--- src/rtl/core/fwsm_pkg.sv ---
// ----------------------------------------------------------------------------
// fwsm_pkg
// Shared constants, codes and types of the weighted window filter.
// ----------------------------------------------------------------------------
package fwsm_pkg;

   // window and line store geometry
   localparam int MAX_WINDOW  = 7;
   localparam int MAX_LINE    = 2048;
   localparam int LINES       = MAX_WINDOW + 1;
   localparam int LINE_AW     = $clog2(MAX_LINE);
   localparam int LINE_RW     = $clog2(LINES);
   localparam int STORE_DEPTH = LINES * MAX_LINE;
   localparam int STORE_AW    = LINE_RW + LINE_AW;
   localparam int WIN_W       = $clog2(MAX_WINDOW + 1);
   localparam int CNT_W       = $clog2(MAX_WINDOW * MAX_WINDOW + 1);

   // field widths
   localparam int PIX_W  = 16;
   localparam int ACC_W  = 40;
   localparam int ROW_W  = 16;
   localparam int COLR_W = 12;
   localparam int STEP_W = $clog2(ACC_W + 1);

   // results per input word
   localparam int BURST   = 4;
   localparam int BURST_W = $clog2(BURST + 1);

   localparam logic [WIN_W-1:0] HALF_CAP = WIN_W'((MAX_WINDOW - 1) / 2);

   // input opcodes
   localparam logic [1:0] OP_WEIGHT = 2'd0;
   localparam logic [1:0] OP_PIXEL  = 2'd1;
   localparam logic [1:0] OP_FLUSH  = 2'd2;
   localparam logic [1:0] OP_NONE   = 2'd3;

   // register indexes
   localparam logic [2:0] REG_WIN_ROWS  = 3'd0;
   localparam logic [2:0] REG_WIN_COLS  = 3'd1;
   localparam logic [2:0] REG_RAST_ROWS = 3'd2;
   localparam logic [2:0] REG_RAST_COLS = 3'd3;
   localparam logic [2:0] REG_MEAN      = 3'd4;

   typedef enum logic [2:0] {
      ST_IDLE,
      ST_CHECK,
      ST_RUN,
      ST_WAIT,
      ST_DIV,
      ST_PUT
   } state_type;

   // one pixel handed to every cell of the chain
   typedef struct packed {
      logic                    valid;
      logic                    first;
      logic [WIN_W-1:0]        row;
      logic signed [PIX_W-1:0] pixel;
   } feed_type;

   // weight load into one cell
   typedef struct packed {
      logic                    we;
      logic [WIN_W-1:0]        row;
      logic signed [PIX_W-1:0] value;
   } wload_type;

   // half window size, even sizes act as the next lower odd size
   function automatic logic [WIN_W-1:0] half_of(input logic [2:0] w);
      logic [WIN_W-1:0] h;
      h = (w == 3'd0) ? '0 : WIN_W'((w - 3'd1) >> 1);
      if (h > HALF_CAP) h = HALF_CAP;
      return h;
   endfunction

endpackage

--- src/rtl/core/fwsm_div.sv ---
// ----------------------------------------------------------------------------
// fwsm_div
// Bit-serial signed by unsigned divider, truncates toward zero.
// ----------------------------------------------------------------------------
module fwsm_div (
   input  logic                              clock,
   input  logic                              reset,
   input  logic                              start,
   input  logic signed [fwsm_pkg::ACC_W-1:0] dividend,
   input  logic [fwsm_pkg::CNT_W-1:0]        divisor,
   output logic                              done,
   output logic signed [fwsm_pkg::ACC_W-1:0] quotient
);

   logic                             busy_ff, busy_in;
   logic                             done_ff, done_in;
   logic [fwsm_pkg::STEP_W-1:0]      step_ff, step_in;
   logic                             neg_ff, neg_in;
   logic [fwsm_pkg::ACC_W-1:0]       quo_ff, quo_in;
   logic [fwsm_pkg::CNT_W-1:0]       rem_ff, rem_in;
   logic [fwsm_pkg::CNT_W-1:0]       dvs_ff, dvs_in;
   logic [fwsm_pkg::CNT_W:0]         rem_sh;
   logic                             ge;

   // one quotient bit per cycle
   always_comb begin
      rem_sh  = {rem_ff, quo_ff[fwsm_pkg::ACC_W-1]};
      ge      = rem_sh >= {1'b0, dvs_ff};
      busy_in = busy_ff;
      done_in = 1'b0;
      step_in = step_ff;
      neg_in  = neg_ff;
      quo_in  = quo_ff;
      rem_in  = rem_ff;
      dvs_in  = dvs_ff;
      if (start) begin
         busy_in = 1'b1;
         step_in = '0;
         neg_in  = dividend[fwsm_pkg::ACC_W-1];
         quo_in  = dividend[fwsm_pkg::ACC_W-1] ? -dividend : dividend;
         rem_in  = '0;
         dvs_in  = divisor;
      end else if (busy_ff) begin
         rem_in  = ge ? fwsm_pkg::CNT_W'(rem_sh - {1'b0, dvs_ff})
                      : rem_sh[fwsm_pkg::CNT_W-1:0];
         quo_in  = {quo_ff[fwsm_pkg::ACC_W-2:0], ge};
         step_in = step_ff + 1'b1;
         if (step_ff == fwsm_pkg::STEP_W'(fwsm_pkg::ACC_W - 1)) begin
            busy_in = 1'b0;
            done_in = 1'b1;
         end
      end
   end

   always_ff @(posedge clock) begin
      if (reset) begin
         busy_ff <= 1'b0;
         done_ff <= 1'b0;
         step_ff <= '0;
      end else begin
         busy_ff <= busy_in;
         done_ff <= done_in;
         step_ff <= step_in;
      end
      neg_ff <= neg_in;
      quo_ff <= quo_in;
      rem_ff <= rem_in;
      dvs_ff <= dvs_in;
   end

   assign done     = done_ff;
   assign quotient = neg_ff ? -$signed(quo_ff) : $signed(quo_ff);

endmodule

--- config.mk ---
export PLATFORM = sky130hd
export DESIGN_NAME = fwsm_div
export DESIGN_NICKNAME = d
export VERILOG_FILES = /design/src/rtl/core/fwsm_pkg.sv /design/src/rtl/core/fwsm_div.sv
export SDC_FILE = /design/constraint.sdc
export NUM_CORES = 1
export LEC_CHECK = 0
export BUFFER_PORTS_ARGS = -buffer_cell sky130_fd_sc_hd__buf_2
export CAP_MARGIN = 25
export CORE_MARGIN = 3
export CORE_UTILIZATION = 35
export CTS_BUF_LIST = sky130_fd_sc_hd__clkbuf_4
export DETAILED_ROUTE_END_ITERATION = 6
export SETUP_SLACK_MARGIN = 0.4
export SKIP_CTS_REPAIR_TIMING = 1
export SYNTH_ARGS = -nofsm -noshare
export SYNTH_HDL_FRONTEND = slang
export SYNTH_SLANG_ARGS = --single-unit
--- constraint.sdc ---
create_clock -name clock -period 2.3 [get_ports clock]
set_input_delay 0.345 -clock clock [delete_from_list [all_inputs] [get_ports clock]]
set_output_delay 0.345 -clock clock [all_outputs]
set_load 0.005 [all_outputs]
## Word-level counts from Yosys, hierarchy flattened

Index checks and enable logic that the tools add are counted.

- Output and inout bits: 41
- Flip-flop bits (word level): 61

- Equality and inequality tests: 1
- Add/subtract/negate cells: 4
- $lt $le $gt $ge: 1
- Multiplexer cells: 9
- Bitwise gates (word level): 1
- Reductions and logical operators: 3

Operators with widths:

| kind | number |
|---|---|
| two-way mux 40 bit | 4 |
| negator 40 bit | 2 |
| greater-or-equal comparator 7 x 6 -> 1 bit | 1 |
| adder 6 x 1 -> 6 bit, second input constant | 1 |
| == test 6 bit, second input constant | 1 |
| two-way mux 6 bit | 1 |
| subtractor 6 bit | 1 |
| two-way mux 1 bit | 4 |
| OR reduction 3 bit | 1 |
| nonzero test 2 bit | 1 |
| OR reduction 2 bit | 1 |
| NOT 1 bit | 1 |

## Depth between registers and ports, before layout

- Depth in word-level cells: 4
- Depth in mapped cells: 8
- Gate-level depth less buffers: 8

## Worst setup path before layout

No wires, ideal clock.

- Path type: reg2out
- From: reg quo_ff[28] in the netlist's numbering
- To: out quotient[39] in the netlist's numbering
- Data required time: 1.955 ns
- Cell stages (with the launch flop): 6
- Slack: -0.232 ns
- Arrival time: 2.187 ns
- Buffers on the path: 0
- Cells stage by stage: edfxtp_1 or4_4 or4_4 or3_4 o31ai_4 xnor2_1

- Cells in the longest elaborated chain, start to end: 2

RTL lines:

| item | line | source |
|---|---|---|
| from (decl) | fwsm_div.sv:19 | `logic [fwsm_pkg::ACC_W-1:0] quo_ff, quo_in;` |
| from (signal assigned) | fwsm_div.sv:66 | `quo_ff <= quo_in;` |
| negator 40 bit | fwsm_div.sv:72 | `assign quotient = neg_ff ? -$signed(quo_ff) : $signed(quo_ff);` |
| two-way mux 40 bit | fwsm_div.sv:72 |  |
| to (decl) | fwsm_div.sv:12 | `output logic signed [fwsm_pkg::ACC_W-1:0] quotient` |

Every way passes these cells.

## Final worst setup path

Ends and elaborated chain as after synthesis.

==> flow_summary.ini <==
[floorplanning]
row_count = 40
dieArea_um2 = 14200
die_h_um = 119
die_w_um = 119
placeableCoreArea_um2 = 12300
io_pins = 90
initial_core_util_pct = 36.7

[worst_setup_path]
crit_chain = or4_4 -> or4_4 -> or3_4 -> o31ai_4 -> xnor2_1 -> buf_2
slowest_delay_ns = 0.56
cpMaxStageDelayCell = or4_4
cp.required_ns = 1.96
worstSetupPathType = reg -> out
start_kind = flip-flop
crit_fanout = 3
cp_common_cell = or4_4
crit_arrival_ns = 2.67
cp-end-kind = output pin

[cts]
clkLatencyLatePin_ns = 0.42
cts_tree = done
clk_pin_slew_ns = 0.11
clock-sinks = 61
h-tree-depth = 3
clockBufferDepth = 2
clockRootBuffer = clkbuf_4
cts_buffers = 9

[pwr]
powerDensity_nw_per_um2 = 495
p_total_mw = 3.42
power.static_leakage_nw = 2.74
irDropWorstVdd_v = 0.000267

[finish]
final_layout_size_suffix_gt1_share_pct = 47.2
n_antenna_cell = 0
nets = 725
layout_commonest_cell = buf_2
multi_input_area_um2 = 3480
register_area_um2 = 1690
fillCellCount = 1061
syn_to_final_growth_pct = 53.8
final_cell_mix = 85 x buf_2, 82 x buf_4, 61 x nor2_1

[placed_design]
port-buffer-count = 89
dpl.hpwl_um = 9790
gp_congestion = 0.797

[synthesis]
ys_ff_latch = 61
synth_edf_count = 47
synth_area_per_cell_um2 = 9.10
netlist_instances = 494
syn_area_um2 = 4500
async_reset_ff_share_pct = 0
syn_nets = 553
yosysSeqAreaShare_pct = 37.6
synthDistinctLibCells = 56
synth_ff_type = edfxtp_1
yosysWarnings = 0

[grt]
grt_max_degree = 38
grt_pass1_vias = 4209
antenna_found_initial = 1
global_route.overflow_total = 0
grt_pass1_wl_um = 20500
grtUsageTotal_pct = 17.7

[timing]
fin_crit_sh_pct = 131
finalClockSkew_ns = 0.0248
maxSlewHeadroom_pct = 60.7
finalHoldViolCount = 0
fmax_mhz = 331
tightest_slew_ns = 0.585
setup_ws_ns = -0.718
finalCriticalPeriod_ns = 3.02
hold_slack_ns = 0.0880
maxSlewViolCount = 0
setup_viol = 32
rsz0062_at_grt = true

[drt]
drt_wl_total_um = 13300
drtIter0Drc = 204
drcViolationCount = 0
routed_via_density = 5.26
drtPass1Iterations = 6
wl_per_cell_um = 15.8
antenna_left = 0
num_vias = 4415

[hold_path]
hold_class = in -> reg

[flow_run]
maxCapViolCount = 0

[outcome]
status = complete, but fails checks
violations = setup timing
[power breakdown]
group / internal, mW / switching, mW
registers: 1.32 / 0.0812
logic: 0.623 / 0.626
clock network: 0.377 / 0.399
[routing by layer]
layer | up-vias | part of all wire (%) | track usage (%)
met5 | - | 0.060 | 0
met4 | 2 | 1.2 | 6.01
met3 | 12 | 3.7 | 3.61
met2 | 85 | 50 | 29.6
met1 | 2128 | 45 | 22.8
li1 | 2188 | - | -
[per-stage QoR]
step	setup slack [ns]	instance area, um2	TNS [ns]	std cells	utilization, %
floorplan	-0.165	4820	-0.457	494	-
global placement	-0.265	5970	-3.73	808	48.7
detailed placement	-0.337	5970	-4.72	808	48.7
CTS	-0.836	6110	-16.26	824	49.8
global route	-0.873	6920	-21.91	839	56.4
finish	-0.718	6920	-16.97	839	56.4
[area by class of cell]
cell class / instances / share of cell area, %
clock inverter: 3 / 0.561
tap: 168 / 3.04
timing repair buffer: 188 / 19.1
inverter: 17 / 1.18
clock buffer: 13 / 1.41
sequential: 61 / 24.5
multi-input combinational: 389 / 50.3
[kinds of logic (layout without fill, tap and decap cells)]
| family | Yosys count | after routing | synth area share (%) |
|---|---|---|---|
| AO/OA/AOI/OAI | 127 | 127 | 18.7 |
| XOR/XNOR | 77 | 77 | 15.0 |
| adder cells (fa/ha/maj) | 10 | 10 | 2.95 |
| buffers and inverters | 44 | 221 | 3.84 |
| flip-flops | 61 | 61 | 37.6 |
| multiplexers | 7 | 7 | 1.59 |
| AND/OR/NAND/NOR | 168 | 168 | 20.3 |
[state kept, by name, indices dropped and copies added, names as in the netlist]
| signal | flops |
|---|---|
| rem_ff | 6 |
| done | 1 |
| quo_ff | 40 |
| step_ff | 6 |
| busy_ff | 1 |
| dvs_ff | 6 |
| neg_ff | 1 |
[worst paths after layout]
check,from,to,slack [ns],cells after the start
max,quo_ff[28],quotient[39],-0.72,6
min,divisor[3],dvs_ff[3],0.09,1
max reg2reg,dvs_ff[1],rem_ff[5],0.23,7
min reg2reg,step_ff[5],step_ff[5],0.50,2
[critical path, delay by kind of cell (launching register included)]
kind | cells | cell delay [ns]
flops | 1 | 0.40
xor+xnor | 1 | 0.13
compound gates | 1 | 0.23
buf+inv | 1 | 0.13
simple gates | 3 | 1.37
[Yosys cell counts (2+ instances only)]
cell / instances / share of area (%)
inv_1: 17 / 1.4
or2_2: 2 / 0.28
o41ai_1: 15 / 2.9
a311oi_1: 2 / 0.39
a21oi_1: 40 / 4.5
o31ai_1: 24 / 4.0
o21ai_0: 27 / 3.0
or3_1: 14 / 1.9
nand3b_1: 4 / 0.67
nor4_1: 8 / 1.1
nand2b_1: 6 / 0.83
nor3_1: 9 / 1.0
a31oi_1: 2 / 0.28
dfxtp_1: 14 / 6.2
buf_1: 2 / 0.17
ha_1: 9 / 2.5
edfxtp_1: 47 / 31
nor2b_1: 6 / 0.83
or4_4: 3 / 0.75
nand4_1: 8 / 1.1
nand3_1: 4 / 0.45
xor2_1: 36 / 7.0
nand2_1: 20 / 1.7
clkbuf_1: 23 / 1.9
nand4b_1: 2 / 0.39
a211oi_1: 4 / 0.67
nor2_1: 62 / 5.2
a31o_2: 2 / 0.39
buf_4: 2 / 0.33
mux2i_1: 6 / 1.3
xnor2_1: 41 / 8.0
or4_1: 9 / 1.5
(Power assumes the default switching activity.)
