**config.mk**
```make
export PLATFORM = sky130hd
export DESIGN_NAME = fwsm_cell
export DESIGN_NICKNAME = d
export VERILOG_FILES = /design/src/rtl/core/fwsm_pkg.sv /design/src/rtl/core/fwsm_cell.sv
export SDC_FILE = /design/constraint.sdc
export NUM_CORES = 1
export LEC_CHECK = 0
export BUFFER_PORTS_ARGS = -buffer_cell sky130_fd_sc_hd__buf_2
export CAP_MARGIN = 20
export CORE_ASPECT_RATIO = 1.4
export CORE_MARGIN = 2
export CORE_UTILIZATION = 30
export CTS_CLUSTER_SIZE = 24
export DETAILED_ROUTE_END_ITERATION = 8
export GPL_ROUTABILITY_DRIVEN = 0
export SLEW_MARGIN = 20
export SYNTH_ARGS = -nofsm -noshare
export SYNTH_HDL_FRONTEND = slang
export SYNTH_SLANG_ARGS = --single-unit
export TNS_END_PERCENT = 50
```
**constraint.sdc**
```tcl
create_clock -name clock -period 7.5 [get_ports clock]
set_clock_uncertainty 0.2 [all_clocks]
set_input_delay 0.75 -clock clock [delete_from_list [all_inputs] [get_ports clock]]
set_output_delay 0.75 -clock clock [all_outputs]
set_load 0.005 [all_outputs]
```
**src/rtl/core/fwsm_pkg.sv**
```systemverilog
// ----------------------------------------------------------------------------
// fwsm_pkg
// Shared constants, codes and types of the weighted window filter.
// ----------------------------------------------------------------------------
package fwsm_pkg;

   // window and line store geometry
   localparam int MAX_WINDOW  = 7;
   localparam int MAX_LINE    = 2048;
   localparam int LINES       = MAX_WINDOW + 1;
   localparam int LINE_AW     = $clog2(MAX_LINE);
   localparam int LINE_RW     = $clog2(LINES);
   localparam int STORE_DEPTH = LINES * MAX_LINE;
   localparam int STORE_AW    = LINE_RW + LINE_AW;
   localparam int WIN_W       = $clog2(MAX_WINDOW + 1);
   localparam int CNT_W       = $clog2(MAX_WINDOW * MAX_WINDOW + 1);

   // field widths
   localparam int PIX_W  = 16;
   localparam int ACC_W  = 40;
   localparam int ROW_W  = 16;
   localparam int COLR_W = 12;
   localparam int STEP_W = $clog2(ACC_W + 1);

   // results per input word
   localparam int BURST   = 4;
   localparam int BURST_W = $clog2(BURST + 1);

   localparam logic [WIN_W-1:0] HALF_CAP = WIN_W'((MAX_WINDOW - 1) / 2);

   // input opcodes
   localparam logic [1:0] OP_WEIGHT = 2'd0;
   localparam logic [1:0] OP_PIXEL  = 2'd1;
   localparam logic [1:0] OP_FLUSH  = 2'd2;
   localparam logic [1:0] OP_NONE   = 2'd3;

   // register indexes
   localparam logic [2:0] REG_WIN_ROWS  = 3'd0;
   localparam logic [2:0] REG_WIN_COLS  = 3'd1;
   localparam logic [2:0] REG_RAST_ROWS = 3'd2;
   localparam logic [2:0] REG_RAST_COLS = 3'd3;
   localparam logic [2:0] REG_MEAN      = 3'd4;

   typedef enum logic [2:0] {
      ST_IDLE,
      ST_CHECK,
      ST_RUN,
      ST_WAIT,
      ST_DIV,
      ST_PUT
   } state_type;

   // one pixel handed to every cell of the chain
   typedef struct packed {
      logic                    valid;
      logic                    first;
      logic [WIN_W-1:0]        row;
      logic signed [PIX_W-1:0] pixel;
   } feed_type;

   // weight load into one cell
   typedef struct packed {
      logic                    we;
      logic [WIN_W-1:0]        row;
      logic signed [PIX_W-1:0] value;
   } wload_type;

   // half window size, even sizes act as the next lower odd size
   function automatic logic [WIN_W-1:0] half_of(input logic [2:0] w);
      logic [WIN_W-1:0] h;
      h = (w == 3'd0) ? '0 : WIN_W'((w - 3'd1) >> 1);
      if (h > HALF_CAP) h = HALF_CAP;
      return h;
   endfunction

endpackage

```
**src/rtl/core/fwsm_cell.sv**
```systemverilog
// ----------------------------------------------------------------------------
// fwsm_cell
// One tap of the transposed multiply-add chain; holds one weight column.
// ----------------------------------------------------------------------------
module fwsm_cell (
   input  logic                              clock,
   input  fwsm_pkg::wload_type               wload,
   input  fwsm_pkg::feed_type                feed,
   input  logic                              active,
   input  logic signed [fwsm_pkg::ACC_W-1:0] sum_in,
   output logic signed [fwsm_pkg::ACC_W-1:0] sum_out
);

   logic signed [fwsm_pkg::PIX_W-1:0]   weight_ff [fwsm_pkg::MAX_WINDOW];
   logic signed [2*fwsm_pkg::PIX_W-1:0] prod;
   logic signed [fwsm_pkg::ACC_W-1:0]   base;
   logic signed [fwsm_pkg::ACC_W-1:0]   sum_in_w;
   logic signed [fwsm_pkg::ACC_W-1:0]   sum_ff;

   // weight column store
   always_ff @(posedge clock) begin
      if (wload.we) begin
         weight_ff[wload.row] <= wload.value;
      end
   end

   // product of the broadcast pixel and this tap's weight
   assign prod     = feed.pixel * weight_ff[feed.row];
   assign base     = feed.first ? '0 : sum_in;
   assign sum_in_w = active ? (base + fwsm_pkg::ACC_W'(prod)) : base;

   // partial sum moves one cell toward the head with each valid feed pixel
   always_ff @(posedge clock) begin
      if (feed.valid) begin
         sum_ff <= sum_in_w;
      end
   end

   assign sum_out = sum_ff;

endmodule

```
== Word-level counts from Yosys, hierarchy flattened ==
Memory sizes are Yosys's and may differ from the RTL's.
Cells that the tools add are included.
W data, S select, Z words.

* Output and inout port bits: 40
* Bits of input ports: 83
* Memories: 1
* Memory bits (writable): 112
* Latch bits: 0
* Flip-flop bits (word level): 40
* Bits in read-only memories: 0
* Word-level logic and storage cells: 8

{| class="wikitable"
|+ Memories
! name !! words !! width !! read ports !! clocked after Yosys merged registers in !! write ports !! line !! source
|-
| weight_ff || 7 || 16 || 1 || 0 || 1 || fwsm_cell.sv:14 || <nowiki>logic signed [fwsm_pkg::PIX_W-1:0] weight_ff [fwsm_pkg::MAX_WINDOW];</nowiki>
|}

* Multiply operators: 1
* Magnitude comparators: 0
* Add/sub/neg operators: 1
* Multiplexer cells: 4
* Equality and inequality tests: 0
* Div/mod/pow operators: 0
* Bitwise logic cells: 0
* Reduce and logical (&&, ||, !) cells: 0
* Shift-type cells: 0

{| class="wikitable"
|+ Operator list
! cell !! count
|-
| $mux W40 || 2
|-
| $add A40 B32 Y40 || 1
|-
| $mul A16 B16 Y32 || 1
|-
| $mux W1 || 2
|}

== Longest topological paths before layout ==
An unclocked memory read counts as a cell.

* Word-level depth: 4
* Depth in mapped cells: 29

== Worst setup path after synthesis ==
OpenSTA, ideal clock, no wires.

* Kind: input port to flip-flop
* Start: input port feed[16] (netlist bit)
* End: register sum_ff (netlist bit sum_out[29]), data pin
* Stages on the path: 27
* Library setup time: 0.254 ns
* Arrival time: 7.672 ns
* Setup slack: -0.625 ns
* Data required time: 7.046 ns
* Path buffers: 4
* Cell sequence: buf_2 -> buf_2 -> buf_2 -> mux2i_1 -> o21ai_0 -> mux2_2 -> clkbuf_1 -> and2_1 -> fa_1 -> inv_1 -> fa_1 -> fa_1 -> inv_1 -> fa_1 -> fa_1 -> inv_1 -> fa_1 -> inv_1 -> ha_1 -> a21o_1 -> a2111oi_2 -> or3b_4 -> a31o_4 -> a31oi_4 -> nor2_2 -> o311a_1 -> a21o_1

* Word-level cells in the longest chain between the ends: 4

{| class="wikitable"
|+ RTL lines
! item !! line !! source
|-
| from (decl) || fwsm_cell.sv:8 || <nowiki>input fwsm_pkg::feed_type feed,</nowiki>
|-
| $mem_v2 Z7 W16 || -- ||
|-
| $mul A16 B16 Y32 || fwsm_cell.sv:28 || <nowiki>assign prod = feed.pixel * weight_ff[feed.row];</nowiki>
|-
| $add A40 B32 Y40 || fwsm_cell.sv:30 || <nowiki>assign sum_in_w = active ? (base + fwsm_pkg::ACC_W'(prod)) : base;</nowiki>
|-
| $mux W40 || fwsm_cell.sv:30 ||
|-
| net sum_in_w, one bit || fwsm_cell.sv:17 || <nowiki>logic signed [fwsm_pkg::ACC_W-1:0] sum_in_w;</nowiki>
|-
| to (signal assigned) || fwsm_cell.sv:35 || <nowiki>sum_ff <= sum_in_w;</nowiki>
|-
| to (decl) || fwsm_cell.sv:18 || <nowiki>logic signed [fwsm_pkg::ACC_W-1:0] sum_ff;</nowiki>
|}

The timed path passes the listed nets, and every way through them passes these cells.
A chain may end at the register's enable or synchronous reset.

== Final worst setup path ==
* Start: input port feed[16] (netlist bit)
* End: register sum_ff (netlist bit sum_out[37]), data pin

The elaborated chain is that of the path after synthesis.

==> out/qor.yml <==
detailed_routing:
  residual_drc: 0
  routed_wire_length_per_instance_um: 17.29
  routed_via_density: 4.539
  dr.first_iter.drc_count: 563
  detail-route-antenna-nets: 0
  vias: 12960
  wirelength_um: 49350
  drt_pre_antenna_iters: 5
critical_path:
  critical_path_class: "input port to flip-flop"
  path_max_fanout: 8
  critPathCaptureType: "flip-flop"
  crit_required_ps: 7460
  cp-start-kind: "input port"
  cpPeakStageDelay_ps: 540
  worst_path_max_delay_cell: "mux4_2"
  cp_common_cell: "fa_1"
  arrival_time_of_the_worst_setup_path_ps: 7350
  path_delay_family: "adder cells"
  path_buf_inv: 10
clock_tree:
  cts_sinks: 152
  cts_buffers: 17
  max_root_sink_buffers: 2
  clk_pin_slew_ps: 80
  cts_tree: "built"
  cts-htree-levels: 4
  cts.hold.buffers_added: 0
  insertion_delay_ps: 450
  clk_root_buffer_cell: "clkbuf_16"
synth:
  ys_async_sr_fraction_pct: 0
  synthDistinctLibCells: 55
  synth_fp_nets: 2263
  synth-edff-count: 152
  ys.flop_type: "edfxtp_1"
  syn_inst: 1735
  post_synth_instance_area_sq_mm: 0.01867
  yosys_register_bits: 152
  ys.warnings.count: 0
  yosysSeqAreaShare_pct: 24.44
  syn-mean-instance-area_sq_um: 10.76
run_status:
  run_status: "finished clean"
final_layout:
  filler_cell_count: 6066
  layout.core_utilization_pct: 37.00
  drive_gt1_share_pct: 23.80
  finish.net_count: 2546
  layout-area-overhead-vs-synth_pct: 22.36
global_routing:
  globalRouteOverflowTotal: 0
  grt_pass1_vias: 14520
  grt_util_all_layers_pct: 15.52
  antenna_found_initial: 3
  grt_max_degree: 41
  wire_length_of_the_first_global_routing_pass_um: 78000
timing:
  hold_slack_ps: 360.6
  finalHoldViolCount: 0
  max_slew_margin_pct: 28.48
  max_clock_freq_mhz: 135.4
  slew_violations: 0
  timing_worst_slew_pin_value_ps: 1072
  fin_crit_sh_pct: 98.49
  final.min_clock_period_ps: 7386
  setup_viol: 0
  rsz0062_at_grt: "true"
placed_design:
  detailed_place_hpwl_um: 39680
  portbufs: 122
floorplanning:
  die_w_um: 214.9
  initial_core_util_pct: 30.24
  die_area_sq_mm: 0.06429
  core_area_sq_mm: 0.06175
  rows: 108
  io_pins: 123
  die_height_um: 299.2
flow_run:
  maximum_capacitance_violations: 0
min_path:
  min-delay-path-class: "input port to flip-flop"
[final cells by class]
type / instances / area (sq um) / area share (%)
Antenna cell: 1 / 2.502 / 0.01095
Clock buffer: 20 / 436.7 / 1.911
Clock inverter: 10 / 145.1 / 0.6352
Inverter: 420 / 1579 / 6.911
Multi-Input combinational cell: 1112 / 12810 / 56.07
Sequential cell: 152 / 4564 / 19.98
Tap cell: 825 / 1032 / 4.518
Timing Repair Buffer: 315 / 2278 / 9.972
[synth_stat cells (5+ instances only)]
library cell | number | area, sq um
a21oi_1 | 45 | 225.2
and2_1 | 116 | 725.7
inv_1 | 419 | 1573
nand2b_1 | 6 | 37.54
nand3_1 | 9 | 45.04
ha_1 | 115 | 1439
nand2_1 | 171 | 641.9
clkbuf_1 | 43 | 161.4
edfxtp_1 | 152 | 4564
nor2b_1 | 38 | 237.7
fa_1 | 330 | 6606
mux2i_1 | 21 | 210.2
buf_2 | 7 | 35.03
xor2_1 | 5 | 43.79
a21o_1 | 11 | 82.58
mux2_2 | 41 | 461.7
nor2_1 | 42 | 157.7
o21ai_0 | 42 | 210.2
nor3_1 | 7 | 35.03
a211o_1 | 6 | 52.55
mux4_2 | 16 | 360.4
xnor2_1 | 34 | 297.8
[sequential cells by signal, summed over array words and instances (netlist names)]
register,cells
sum_out,40
weight_ff,112
[worst paths after layout]
| path | from | endpoint | slack, ps | cells after the start |
|---|---|---|---|---|
| setup / recovery | feed[16] | sum_out[37] | 110 | 27 |
| hold / removal | wload[3] | weight_ff[5][3] | 360 | 1 |
| setup reg to reg | weight_ff[1][4] | sum_out[33] | 330 | 22 |
| hold reg to reg | weight_ff[6][1] | sum_out[1] | 1210 | 7 |
[cell families (layout without fill, tap and decap cells)]
family / count (synthesis) / in the layout / share of synthesized area, %
AND/OR/NAND/NOR: 403 / 403 / 10.59
buffers and inverters: 473 / 765 / 9.554
XOR/XNOR: 39 / 39 / 1.829
flip-flops: 152 / 152 / 24.44
AO/OA/AOI/OAI: 144 / 144 / 4.898
adder cells (fa/ha/maj): 445 / 445 / 43.08
other: 0 / 1 / 0
multiplexers: 79 / 81 / 5.608
[metrics by stage]
step	TNS [ps]	worst slack [ps]	instances	instance area (sq um)
5_1_grt	-484.8	-83.90	2854	22850
3_5_place_dp	-8978	-709.7	2796	21650
4_1_cts	0	12.60	2828	22320
6_report	0	113.6	2855	22850
2_1_floorplan	-9.352	-9.352	1735	18850
3_3_place_gp	-8646	-720.0	2796	21650
[repair_timing]
| item | in CTS | in global routing |
|---|---|---|
| gates resized for setup | 14 | 69 |
| gates cloned | 0 | 6 |
| setup endpoints to repair | 7 | 19 |
| buffers inserted | 2 | 20 |
| pin swaps | 3 | 24 |
[layout by cell type (no fill, tap or decap), drive strengths merged, types with 6 or more instances in the layout]
cell / count
inv: 423
a21oi: 46
mux2i: 21
mux2: 44
a211o: 6
nor2: 43
fa: 330
and2: 116
ha: 115
edfxtp: 152
a21o: 11
o21ai: 42
mux4: 16
nor2b: 38
nand3: 9
clkbuf: 25
nor3: 7
nand2: 171
xnor2: 34
nand2b: 6
buf: 310
[metal layers]
metal	routed length (um)	vias to the layer above	GRT usage, %
li1	-	5943	-
met5	18	-	0
met2	26350	296	27.83
met1	19730	6636	18.80
met3	1500	83	1.796
met4	1755	2	6.680
Power is left out: the tool's default activity adds up to more than one toggle a clock period on the data nets, which glitch-free logic cannot reach.
